File: src/rtl/core/bolt_pkg.sv
// Shared types and codes for the bounded ordered list table.
// No dependencies; used by bolt_out, bolt_ctrl and the top level under rtl/core.
`timescale 1ns / 1ps

package bolt_pkg;

  localparam int unsigned VAL_W = 32;
  localparam int unsigned POS_W = 8;
  localparam int unsigned LEN_W = 6;

  typedef logic [LEN_W-1:0] len_t;

  typedef enum logic [1:0] {
    REQ_INS  = 2'd0,
    REQ_DEL  = 2'd1,
    REQ_DVAL = 2'd2
  } req_t;

  typedef enum logic [2:0] {
    ST_OK        = 3'd0,
    ST_FULL      = 3'd1,
    ST_POS_ZERO  = 3'd2,
    ST_BEYOND    = 3'd3,
    ST_NOT_FOUND = 3'd4
  } status_t;

  typedef enum logic [2:0] {
    S_IDLE,
    S_INS_SHIFT,
    S_INS_PUT,
    S_DEL_SHIFT,
    S_DVAL_SCAN,
    S_FINISH
  } state_t;

  typedef struct packed {
    len_t    len;
    status_t status;
  } res_t;

endpackage

File: src/rtl/core/bolt_mem.sv
// Entry store: one write port and one registered read port.
// No package dependencies.
`timescale 1ns / 1ps

module bolt_mem #(
  parameter int unsigned DEPTH = 32,
  parameter int unsigned AW    = 5,
  parameter int unsigned DW    = 32
) (
  input  logic          clk,
  input  logic          wr_en,
  input  logic [AW-1:0] wr_addr,
  input  logic [DW-1:0] wr_data,
  input  logic          rd_en,
  input  logic [AW-1:0] rd_addr,
  output logic [DW-1:0] rd_data
);

  logic [DW-1:0] mem_q [DEPTH];

  always_ff @(posedge clk) begin
    if (wr_en) begin
      mem_q[wr_addr] <= wr_data;
    end
  end

  always_ff @(posedge clk) begin
    if (rd_en) begin
      rd_data <= mem_q[rd_addr];
    end
  end

endmodule

File: src/rtl/core/bolt_out.sv
// Result register between the sequencer and the result stream.
// Depends on bolt_pkg (res_t).
`timescale 1ns / 1ps

module bolt_out (
  input  logic              clk,
  input  logic              rst_n,
  input  logic              push,
  input  bolt_pkg::res_t    res_in,
  output logic              free,
  output logic              out_tvalid,
  input  logic              out_tready,
  output logic [15:0]       out_tdata   // [2:0] status, [8:3] list_length
);

  logic           valid_r;
  logic           valid_nxt;
  bolt_pkg::res_t res_r;

  assign free      = !valid_r || out_tready;
  assign valid_nxt = push ? 1'b1 : (out_tready ? 1'b0 : valid_r);

  always_ff @(posedge clk) begin
    if (!rst_n) begin
      valid_r <= 1'b0;
    end else begin
      valid_r <= valid_nxt;
    end
  end

  always_ff @(posedge clk) begin
    if (push) begin
      res_r <= res_in;
    end
  end

  assign out_tvalid = valid_r;
  assign out_tdata  = {7'd0, res_r.len, res_r.status};

endmodule

File: src/rtl/core/bolt_ctrl.sv
// Request sequencer: decodes a request and moves entries through the store
// by read-modify-write. Depends on bolt_pkg; drives bolt_mem.
`timescale 1ns / 1ps

module bolt_ctrl #(
  parameter int unsigned MAX_LEN = 32,
  parameter int unsigned AW      = 5,
  parameter int unsigned CW      = 6
) (
  input  logic                          clk,
  input  logic                          rst_n,
  input  logic                          req_valid,
  output logic                          req_ready,
  input  bolt_pkg::req_t                req_type,
  input  logic [bolt_pkg::POS_W-1:0]    position,
  input  logic [bolt_pkg::VAL_W-1:0]    item_value,
  input  logic                          out_free,
  output logic                          res_push,
  output bolt_pkg::res_t                res,
  output logic                          mem_wr_en,
  output logic [AW-1:0]                 mem_wr_addr,
  output logic [bolt_pkg::VAL_W-1:0]    mem_wr_data,
  output logic                          mem_rd_en,
  output logic [AW-1:0]                 mem_rd_addr,
  input  logic [bolt_pkg::VAL_W-1:0]    mem_rd_data
);

  localparam int unsigned PW = CW + bolt_pkg::POS_W;

  bolt_pkg::state_t             state_r, state_nxt;
  logic [CW-1:0]                cnt_r, cnt_nxt;
  logic [CW-1:0]                idx_r, idx_nxt;
  logic [CW-1:0]                slot_r, slot_nxt;
  logic [CW-1:0]                wr_r, wr_nxt;
  logic [bolt_pkg::VAL_W-1:0]   val_r, val_nxt;
  logic                         pend_r, pend_nxt;
  logic [AW-1:0]                pend_addr_r, pend_addr_nxt;
  logic                         chk_r, chk_nxt;
  bolt_pkg::status_t            status_r, status_nxt;

  logic                         full;
  logic                         pos_zero;
  logic                         beyond;
  logic [bolt_pkg::POS_W-1:0]   pos_m1;
  logic [CW-1:0]                slot_clip;
  logic [CW-1:0]                idx_inc;
  logic [CW-1:0]                idx_dec;
  logic                         more_del;
  logic                         accept;

  assign full      = (cnt_r == CW'(MAX_LEN));
  assign pos_zero  = (position == '0);
  assign beyond    = (PW'(position) > PW'(cnt_r));
  assign pos_m1    = position - 1'b1;
  assign slot_clip = (PW'(pos_m1) > PW'(cnt_r)) ? cnt_r : CW'(pos_m1);
  assign idx_inc   = idx_r + 1'b1;
  assign idx_dec   = idx_r - 1'b1;
  assign more_del  = ((CW+1)'(idx_r) + (CW+1)'(1)) < (CW+1)'(cnt_r);
  assign accept    = req_valid && req_ready;

  // next state
  always_comb begin
    state_nxt = state_r;
    unique case (state_r)
      bolt_pkg::S_IDLE: begin
        if (req_valid) begin
          case (req_type)
            bolt_pkg::REQ_INS:
              state_nxt = (full || pos_zero) ? bolt_pkg::S_FINISH : bolt_pkg::S_INS_SHIFT;
            bolt_pkg::REQ_DEL:
              state_nxt = (beyond || pos_zero) ? bolt_pkg::S_FINISH : bolt_pkg::S_DEL_SHIFT;
            bolt_pkg::REQ_DVAL:
              state_nxt = bolt_pkg::S_DVAL_SCAN;
            default:
              state_nxt = bolt_pkg::S_FINISH;
          endcase
        end
      end
      bolt_pkg::S_INS_SHIFT: begin
        if (!(idx_r > slot_r)) begin
          state_nxt = bolt_pkg::S_INS_PUT;
        end
      end
      bolt_pkg::S_INS_PUT: begin
        state_nxt = bolt_pkg::S_FINISH;
      end
      bolt_pkg::S_DEL_SHIFT: begin
        if (!more_del) begin
          state_nxt = bolt_pkg::S_FINISH;
        end
      end
      bolt_pkg::S_DVAL_SCAN: begin
        if (idx_r == cnt_r && !chk_r) begin
          state_nxt = bolt_pkg::S_FINISH;
        end
      end
      bolt_pkg::S_FINISH: begin
        if (out_free) begin
          state_nxt = bolt_pkg::S_IDLE;
        end
      end
      default: state_nxt = bolt_pkg::S_IDLE;
    endcase
  end

  // outputs and datapath
  always_comb begin
    req_ready     = (state_r == bolt_pkg::S_IDLE);
    res_push      = 1'b0;
    res.status    = status_r;
    res.len       = bolt_pkg::len_t'(cnt_r);
    cnt_nxt       = cnt_r;
    idx_nxt       = idx_r;
    slot_nxt      = slot_r;
    wr_nxt        = wr_r;
    val_nxt       = val_r;
    status_nxt    = status_r;
    pend_nxt      = 1'b0;
    pend_addr_nxt = pend_addr_r;
    chk_nxt       = 1'b0;
    mem_rd_en     = 1'b0;
    mem_rd_addr   = '0;
    mem_wr_en     = 1'b0;
    mem_wr_addr   = '0;
    mem_wr_data   = '0;

    // complete the write half of a shift issued last cycle
    if (pend_r) begin
      mem_wr_en   = 1'b1;
      mem_wr_addr = pend_addr_r;
      mem_wr_data = mem_rd_data;
    end

    unique case (state_r)
      bolt_pkg::S_IDLE: begin
        if (accept) begin
          val_nxt    = item_value;
          status_nxt = bolt_pkg::ST_OK;
          case (req_type)
            bolt_pkg::REQ_INS: begin
              if (full) begin
                status_nxt = bolt_pkg::ST_FULL;
              end else if (pos_zero) begin
                status_nxt = bolt_pkg::ST_POS_ZERO;
              end else begin
                slot_nxt = slot_clip;
                idx_nxt  = cnt_r;
              end
            end
            bolt_pkg::REQ_DEL: begin
              if (beyond) begin
                status_nxt = bolt_pkg::ST_BEYOND;
              end else if (pos_zero) begin
                status_nxt = bolt_pkg::ST_POS_ZERO;
              end else begin
                idx_nxt = CW'(pos_m1);
              end
            end
            bolt_pkg::REQ_DVAL: begin
              idx_nxt = '0;
              wr_nxt  = '0;
            end
            default: begin
              status_nxt = bolt_pkg::ST_OK;
            end
          endcase
        end
      end
      bolt_pkg::S_INS_SHIFT: begin
        if (idx_r > slot_r) begin
          mem_rd_en     = 1'b1;
          mem_rd_addr   = idx_dec[AW-1:0];
          pend_nxt      = 1'b1;
          pend_addr_nxt = idx_r[AW-1:0];
          idx_nxt       = idx_dec;
        end
      end
      bolt_pkg::S_INS_PUT: begin
        mem_wr_en   = 1'b1;
        mem_wr_addr = slot_r[AW-1:0];
        mem_wr_data = val_r;
        cnt_nxt     = cnt_r + 1'b1;
      end
      bolt_pkg::S_DEL_SHIFT: begin
        if (more_del) begin
          mem_rd_en     = 1'b1;
          mem_rd_addr   = idx_inc[AW-1:0];
          pend_nxt      = 1'b1;
          pend_addr_nxt = idx_r[AW-1:0];
          idx_nxt       = idx_inc;
        end else begin
          cnt_nxt = cnt_r - 1'b1;
        end
      end
      bolt_pkg::S_DVAL_SCAN: begin
        if (idx_r != cnt_r) begin
          mem_rd_en   = 1'b1;
          mem_rd_addr = idx_r[AW-1:0];
          idx_nxt     = idx_inc;
          chk_nxt     = 1'b1;
        end
        // keep entries that differ, packed down to the write pointer
        if (chk_r && (mem_rd_data != val_r)) begin
          mem_wr_en   = 1'b1;
          mem_wr_addr = wr_r[AW-1:0];
          mem_wr_data = mem_rd_data;
          wr_nxt      = wr_r + 1'b1;
        end
        if (idx_r == cnt_r && !chk_r) begin
          if (wr_r == cnt_r) begin
            status_nxt = bolt_pkg::ST_NOT_FOUND;
          end else begin
            cnt_nxt = wr_r;
          end
        end
      end
      bolt_pkg::S_FINISH: begin
        res_push = out_free;
      end
      default: begin
        res_push = 1'b0;
      end
    endcase
  end

  always_ff @(posedge clk) begin
    if (!rst_n) begin
      state_r <= bolt_pkg::S_IDLE;
      cnt_r   <= '0;
      pend_r  <= 1'b0;
      chk_r   <= 1'b0;
    end else begin
      state_r <= state_nxt;
      cnt_r   <= cnt_nxt;
      pend_r  <= pend_nxt;
      chk_r   <= chk_nxt;
    end
  end

  always_ff @(posedge clk) begin
    idx_r       <= idx_nxt;
    slot_r      <= slot_nxt;
    wr_r        <= wr_nxt;
    val_r       <= val_nxt;
    pend_addr_r <= pend_addr_nxt;
    status_r    <= status_nxt;
  end

  a_cnt_bound: assert property (@(posedge clk) disable iff (!rst_n)
    cnt_r <= CW'(MAX_LEN))
    else $error("entry count above capacity");

  a_no_rw_clash: assert property (@(posedge clk) disable iff (!rst_n)
    !(mem_wr_en && mem_rd_en && (mem_wr_addr == mem_rd_addr)))
    else $error("read and write to the same entry in one cycle");

  a_idle_holds_cnt: assert property (@(posedge clk) disable iff (!rst_n)
    (state_r == bolt_pkg::S_IDLE) |=> (cnt_r == $past(cnt_r)))
    else $error("entry count changed without a request in progress");

  a_put_grows: assert property (@(posedge clk) disable iff (!rst_n)
    (state_r == bolt_pkg::S_INS_PUT) |=> (cnt_r == CW'($past(cnt_r) + 1'b1)))
    else $error("insert did not grow the list by one");

  a_push_finish: assert property (@(posedge clk) disable iff (!rst_n)
    res_push |-> (state_r == bolt_pkg::S_FINISH) && out_free)
    else $error("result pushed outside the finish step");

endmodule

File: src/rtl/core/bounded_ordered_list_table.sv
// Bounded ordered list table, top level: one request in flight at a time.
// Refused and unused requests go straight to the result; insert moves entries
// up one at a time and then writes the item, delete moves entries down, and
// delete by value scans every entry. The next request is taken only after
// the result of the previous one has been registered.
// Synchronous active-low reset empties the list; store contents are not cleared.
`timescale 1ns / 1ps

module bounded_ordered_list_table #(
  parameter int unsigned MAX_LEN = 32
) (
  input  logic        clk,
  input  logic        rst_n,
  input  logic        in_tvalid,
  output logic        in_tready,
  input  logic [39:0] in_tdata,   // [7:0] position, [39:8] item_value
  input  logic [1:0]  in_tuser,   // [1:0] req_type
  output logic        out_tvalid,
  input  logic        out_tready,
  output logic [15:0] out_tdata   // [2:0] status, [8:3] list_length
);

  localparam int unsigned AW = (MAX_LEN > 1) ? $clog2(MAX_LEN) : 1;
  localparam int unsigned CW = $clog2(MAX_LEN + 1);

  logic                         out_free;
  logic                         res_push;
  bolt_pkg::res_t               res;
  logic                         mem_wr_en;
  logic [AW-1:0]                mem_wr_addr;
  logic [bolt_pkg::VAL_W-1:0]   mem_wr_data;
  logic                         mem_rd_en;
  logic [AW-1:0]                mem_rd_addr;
  logic [bolt_pkg::VAL_W-1:0]   mem_rd_data;

  bolt_mem #(
    .DEPTH (MAX_LEN),
    .AW    (AW),
    .DW    (bolt_pkg::VAL_W)
  ) u_mem (
    .clk     (clk),
    .wr_en   (mem_wr_en),
    .wr_addr (mem_wr_addr),
    .wr_data (mem_wr_data),
    .rd_en   (mem_rd_en),
    .rd_addr (mem_rd_addr),
    .rd_data (mem_rd_data)
  );

  bolt_ctrl #(
    .MAX_LEN (MAX_LEN),
    .AW      (AW),
    .CW      (CW)
  ) u_ctrl (
    .clk         (clk),
    .rst_n       (rst_n),
    .req_valid   (in_tvalid),
    .req_ready   (in_tready),
    .req_type    (bolt_pkg::req_t'(in_tuser)),
    .position    (in_tdata[7:0]),
    .item_value  (in_tdata[39:8]),
    .out_free    (out_free),
    .res_push    (res_push),
    .res         (res),
    .mem_wr_en   (mem_wr_en),
    .mem_wr_addr (mem_wr_addr),
    .mem_wr_data (mem_wr_data),
    .mem_rd_en   (mem_rd_en),
    .mem_rd_addr (mem_rd_addr),
    .mem_rd_data (mem_rd_data)
  );

  bolt_out u_out (
    .clk        (clk),
    .rst_n      (rst_n),
    .push       (res_push),
    .res_in     (res),
    .free       (out_free),
    .out_tvalid (out_tvalid),
    .out_tready (out_tready),
    .out_tdata  (out_tdata)
  );

endmodule

File: config.mk
export PLATFORM = sky130hd
export DESIGN_NAME = bounded_ordered_list_table
export DESIGN_NICKNAME = d
export VERILOG_FILES = /design/src/rtl/core/bolt_pkg.sv /design/src/rtl/core/bolt_mem.sv /design/src/rtl/core/bolt_out.sv /design/src/rtl/core/bolt_ctrl.sv /design/src/rtl/core/bounded_ordered_list_table.sv
export SDC_FILE = /design/constraint.sdc
export NUM_CORES = 1
export LEC_CHECK = 0
export ABC_AREA = 1
export BUFFER_PORTS_ARGS = -buffer_cell sky130_fd_sc_hd__buf_2
export CAP_MARGIN = 40
export CORE_MARGIN = 5
export CORE_UTILIZATION = 45
export CTS_BUF_LIST = sky130_fd_sc_hd__clkbuf_4
export DETAILED_ROUTE_END_ITERATION = 7
export PLACE_DENSITY = 0.61
export SLEW_MARGIN = 20
export SYNTH_ARGS = -nofsm -noshare
export SYNTH_HDL_FRONTEND = slang
export SYNTH_SLANG_ARGS = --single-unit
File: constraint.sdc
create_clock -name clk -period 4.6 [get_ports clk]
set_input_delay 0.92 -clock clk [delete_from_list [all_inputs] [get_ports clk]]
set_output_delay 0.92 -clock clk [all_outputs]
set_load 0.02 [all_outputs]
# Yosys cells after proc, flatten, opt, wreduce, memory -nomap -nowiden
# Memories as Yosys holds them, arrays and structs flattened. A register that Yosys moved wholly into a read port is not among the register bits.
# Cells that the tools add are included.
[op_classes]
add_sub_neg = 7
n_mul = 0
div = 0
order_cmp = 4
eq_ne = 30
shifts = 0
mux = 62
n_bitwise = 2
reduce_logical = 25
[ops]
columns = ["op", "n"]
rows = [
  ["$mux 6", 15],
  ["$mux 32", 2],
  ["$pmux 32 s2", 1],
  ["$pmux 6 s3", 2],
  ["$mux 5", 7],
  ["$mux 3", 11],
  ["$ne 32x32->1", 1],
  ["$pmux 6 s4", 1],
  ["$pmux 5 s2", 2],
  ["$add 6x1->6 const B", 3],
  ["$pmux 3 s6", 1],
  ["$gt 8x6->1", 2],
  ["$pmux 5 s3", 1],
  ["$ne 2x1->1 const B", 7],
  ["$eq 6x6->1", 2],
  ["$ne 2x2->1 const B", 6],
  ["$ne 3x3->1 const B", 4],
  ["$pmux 3 s2", 2],
  ["$pmux 6 s2", 1],
  ["$reduce_and 4->1", 3],
  ["$sub 6x1->6 const B", 2],
  ["$mux 1", 10],
  ["$reduce_and 10->1", 1],
  ["$reduce_and 5->1", 2],
  ["other kinds (28)", 41],
]
[totals]
ff_bits = 79
latch_bits = 0
ram_bits = 1024
romBits = 0
input_bits = 46
out_inout_bits = 18
word_cells = 144
n_memories = 1
[memory_table]
columns = ["name", "depth", "width", "read_ports", "rd_ports_with_merged_regs", "write_ports", "line_no", "rtl"]
rows = [
  ["u_mem.mem_q", 32, 32, 1, 1, 1, "bolt_mem.sv:19", "logic [DW-1:0] mem_q [DEPTH];"],
]

# Logic depth before layout (Yosys ltp)
[depth]
word_depth = 6
mapped_depth = 23
ltp_nobuf = 20

# By module
# From an unflattened synthesis, not the netlist that was laid out.
[unflattened]
hier_cells = 4278
hier_area_um2 = 48376.4
[modules_own_cells]
columns = ["module", "instances", "cells_per_inst", "area_per_inst_um2", "seq_area_each_um2"]
rows = [
  ["bolt_mem", 1, 3536, 42726.0, 31710.4],
  ["bolt_ctrl", 1, 719, 5277.6, 1961.9],
  ["bolt_out", 1, 23, 372.9, 290.3],
]

# Worst setup path after synthesis
# Ideal clock, no wire load.
[synth_timing]
kind = "register to register"
startpoint = "register u_ctrl.state_r[1]"
endpoint = "memory u_mem.mem_q[26][0] (enable)"
setup_time_ns = 0.421
arrival_time_ns = 3.096
required_time_ns = 4.179
setup_slack_ns = 1.083
path_stages_with_launch = 11
path_buffers = 1
period_less_slack_ns = 3.517
cell_sequence = "dfxtp_1 > nor2_1 > inv_2 > nor2_4 > buf_1 > nor2_2 > inv_2 > o21ai_0 > nor2_1 > nand3_1 > nor2_1"
[synth_via]
elab_chain_len = 4
word_cells_on_any_way = 6
[synth_rtl]
columns = ["item", "line_no", "rtl"]
rows = [
  ["from (decl)", "bolt_ctrl.sv:30", "bolt_pkg::state_t state_r, state_nxt;"],
  ["from (signal assigned)", "bolt_ctrl.sv:228", "state_r <= bolt_pkg::S_IDLE;"],
  ["from (signal assigned)", "bolt_ctrl.sv:233", "state_r <= state_nxt;"],
  ["$eq 3x3->1 or $eq 3x2->1 (tied branches)", "bolt_ctrl.sv:134", "unique case (state_r)"],
  ["$pmux 1 s2", "bolt_ctrl.sv:134", ""],
  ["$mux 1", "bolt_mem.sv:22", "if (wr_en) begin"],
  ["$mux 1 (implied by the code)", "bolt_mem.sv:23", "mem_q[wr_addr] <= wr_data;"],
  ["to (decl)", "bolt_mem.sv:19", ""],
]
# Parallel ways exist; a longest one is shown, timed or not.

# Final worst setup path
[layout_timing]
startpoint = "register u_ctrl.val_r[21] (netlist bit)"
endpoint = "memory u_mem.mem_q[18][25] (enable)"
[layout_via]
elab_chain_len = 6
word_cells_on_any_way = 8
[layout_rtl]
columns = ["item", "line_no", "rtl"]
rows = [
  ["from (decl)", "bolt_ctrl.sv:35", "logic [bolt_pkg::VAL_W-1:0] val_r, val_nxt;"],
  ["from (signal assigned)", "bolt_ctrl.sv:244", "val_r <= val_nxt;"],
  ["$ne 32x32->1 (*)", "bolt_ctrl.sv:203", "if (chk_r && (mem_rd_data != val_r)) begin"],
  ["$logic_and 1x1->1 (*)", "bolt_ctrl.sv:203", ""],
  ["$mux 1", "bolt_ctrl.sv:203", ""],
  ["$pmux 1 s2", "bolt_ctrl.sv:134", ""],
  ["$mux 1", "bolt_mem.sv:22", ""],
  ["$mux 1 (implied by the code)", "bolt_mem.sv:23", ""],
]
# Mark *: on every way between the ends. The rest lies on a longest branch, timed or not.

==> metrics.txt <==
mux cell area share after synthesis=0.0213%; Clock Sinks=between 1k and 1.5k; clock skew=between 0.1 and 0.15 ns; Initial Util=45.4%; DRC viols=0; Hold Path Stages=1; port bufs=56; clk slew on worst S/H paths=0.06 ns; clock tree from TritonCTS=done; main combinational cell family by area after synthesis=simple AND/OR/NAND/NOR gates; synthesized-area fraction occupied by adder cells=0.891%; Cell Area, Synth=approximately 53000 um2; GR Overflow Total=0; die area=124000 um2; Placed Area=56200 um2; Worst Hold Class=in2reg; register area=approximately 34000 um2; drt wl/cell=22.8 um; most used flip-flop cell after synthesis=edfxtp_1; post-layout min period=4.17 ns; post-route setup slack=0.434 ns; complex-gate fraction of the synthesized area=1.53%; power density cells=605 nW/um2; Mean Syn Cell Area=a little over 10 um2; global-route wire length before repair=245000 um; CP max stage cell=nor2_4; initial antenna violation count=2; setup TNS=0 ns; commonest non-fill, non-tap cell in the layout=inv_1; Final Hold Fails=0; Slew @ Worst Pin=1.23 ns; FMAX=around 240 MHz; Post-Layout Cell Count=about 7.2k; Worst Setup End Kind=flop; Max-cap violations=0; Synth cell types=43; Final Max Tran Viols=0; Peak VDD IR=0.618 mV; outcome=complete, no violations; clk_lat worst skew=1.20 ns; crit-path cells=inv_1, nand2_1, nand4_1, nor2_1, nand2_1, nor2_1, nand2_1, nand2_1, nand2_1, nand2_1, nand2_1, a21oi_1, nand3_1, nor2_4, buf_12; Post-DP HPWL=85500 um; H-tree depth=5; final instance area=60500 um2; crit path max fanout=8; CTS Root Cell=clkbuf_4; FILL cells=10.3k; CP most frequent cell=nand2_1; Req. time, crit path=5.41 ns; vias in the first global route=38.5k; CTS buffer count=about 320; XOR/XNOR Fraction of Synth Area=less than 1%; Placed Cells=6653; Die H=353 um; crit start category=flop; Min Hold Slack=about 0.15 ns; Crit path largest cell delay=a little under 0.8 ns; # setup viols final=0; Post-synth EDFFs=1123; asr flop ratio synth=0%; Synth-to-Final Area Change=14.5%; Synth Register Bits=1135; final wirelength=165000 um; Via-to-Cell Ratio=5.57; commonest non-fill, non-tap cells in the layout=inv_1 (1129), edfxtp_1 (1123), nand2_1 (909), nand3_1 (893), nand4_1 (502); iteration count of the initial detailed-routing pass=6; Setup CP Type=reg2reg; Arr. time, crit path=4.97 ns; Max clock buf depth=4; post-CTS sizing=0; Vias=40.2k; area of the multi-input gates=13800 um2; Die W=353 um; # IOs=64; cells on worst reg2reg path=15; Slew HR=18.1%; RSZ-0062 raised after global routing=false; Synth Area in Simple Gates=22.0%; post-place setup slack=slightly above 0.6 ns; Overall Global Routing Usage=25.9%; routability-driven placement congestion ratio=just under 0.9; std cell rows=125; Synth Warn #=0; fin nets=roughly 5.6k; ratio of final minimum period to clock period=90.6%; Synth Instances=between 5k and 6k; sequential element share of the synthesized area=64.3%; core outline area=116000 um2; DRT iter0 DRCs=between 4k and 5k; share of cells above drive strength 1=13.5%; leakage power=approximately 0.026 uW; antenna violation net count after detailed routing=0; pin count of the biggest net entering global routing=204
==> what timing repair did <==
action | CTS | global route
buffers inserted | 0 | 0
endpoints found under the hold margin | 34 | 0
hold buffers | 32 | 0
==> power breakdown <==
group | switching (uW) | internal (uW)
combinational | 9830 | 4150
sequential | 500 | 13400
clock | 4200 | 4470
==> layout make-up <==
type | count | area share, %
Antenna cell | 1 | 0.00414
Clock buffer | 429 | 5.33
Clock inverter | 94 | 0.757
Inverter | 1144 | 7.12
Multi-Input combinational cell | 2642 | 22.8
Sequential cell | 1135 | 56.2
Tap cell | 1524 | 3.15
Timing Repair Buffer | 249 | 4.67
==> path summary, 6_finish.rpt <==
check,start,endpoint,slack (ns)
worst max-delay path,u_ctrl.val_r[21]$_DFFE_PP_,u_mem.mem_q[18][25]$_DFFE_PP_,0.43
worst min-delay path,in_tdata[13],u_ctrl.val_r[5]$_DFFE_PP_,0.15
worst max register to register,u_ctrl.val_r[21]$_DFFE_PP_,u_mem.mem_q[18][25]$_DFFE_PP_,0.43
worst min register to register,u_ctrl.status_r[1]$_SDFFCE_PP0P_,u_out.out_tdata[1]$_DFFE_PP_,0.42
==> per-layer routing <==
layer	part of all wire (%)	track usage [%]
met1	41	35.8
met3	10	5.52
met2	46	40.6
met4	3.0	9.29
met5	0	0
==> cells by family (layout without fill, tap and decap cells) <==
kind of cell             Yosys count  in the layout
buffers and inverters           1483           1916
multiplexers                       1              1
flip-flops                      1135           1135
AND/OR/NAND/NOR                 2437           2437
other                              1              8
XOR/XNOR                          15             15
AO/OA/AOI/OAI                    145            145
adder cells (fa/ha/maj)           37             37
==> registers in the layout (all words and copies together) (netlist names) <==
| signal | flops |
|---|---|
| u_mem.mem_q | 1024 |
| u_ctrl.val_r | 32 |
| u_mem.rd_data | 32 |
| u_out.out_tdata | 9 |
| u_ctrl.cnt_r | 6 |
| u_ctrl.idx_r | 6 |
| u_ctrl.slot_r | 6 |
| u_ctrl.wr_r | 6 |
| u_ctrl.pend_addr_r | 5 |
| u_ctrl.state_r | 3 |
| u_ctrl.status_r | 3 |
| u_ctrl.chk_r | 1 |
| u_ctrl.pend_r | 1 |
| u_out.out_tvalid | 1 |
==> worst max-delay path, delay by kind of cell (launching register included) <==
family,cells,cell delay (ns)
compound gates,1,0.28
buf+inv,2,0.34
simple gates,12,2.65
flops,1,0.51
==> synth_stat cells, types with 5 or more instances <==
cell type	instances	area, um2
xor2_1	10	87.6
nand4_1	502	3140
buf_2	139	696
ha_1	36	450
edfxtp_1	1123	33700
a21oi_1	31	155
o22ai_1	36	225
nand3_1	894	4470
nor3_1	8	40.0
o21ai_0	62	310
nand2_1	910	3420
nor2_1	103	387
buf_4	10	75.1
inv_1	1131	4250
dfxtp_1	12	240
clkbuf_1	150	563
xnor2_1	5	43.8
inv_2	12	45.0
buf_1	38	143
==> through the flow <==
stage               power [uW]  utilization, %
floorplan                22500               -
global placement         27500            48.1
detailed placement       27800            48.3
CTS                      36500            51.8
global route             38700            52.0
finish                   36600            52.0
Power figures use the tool's default switching activity.
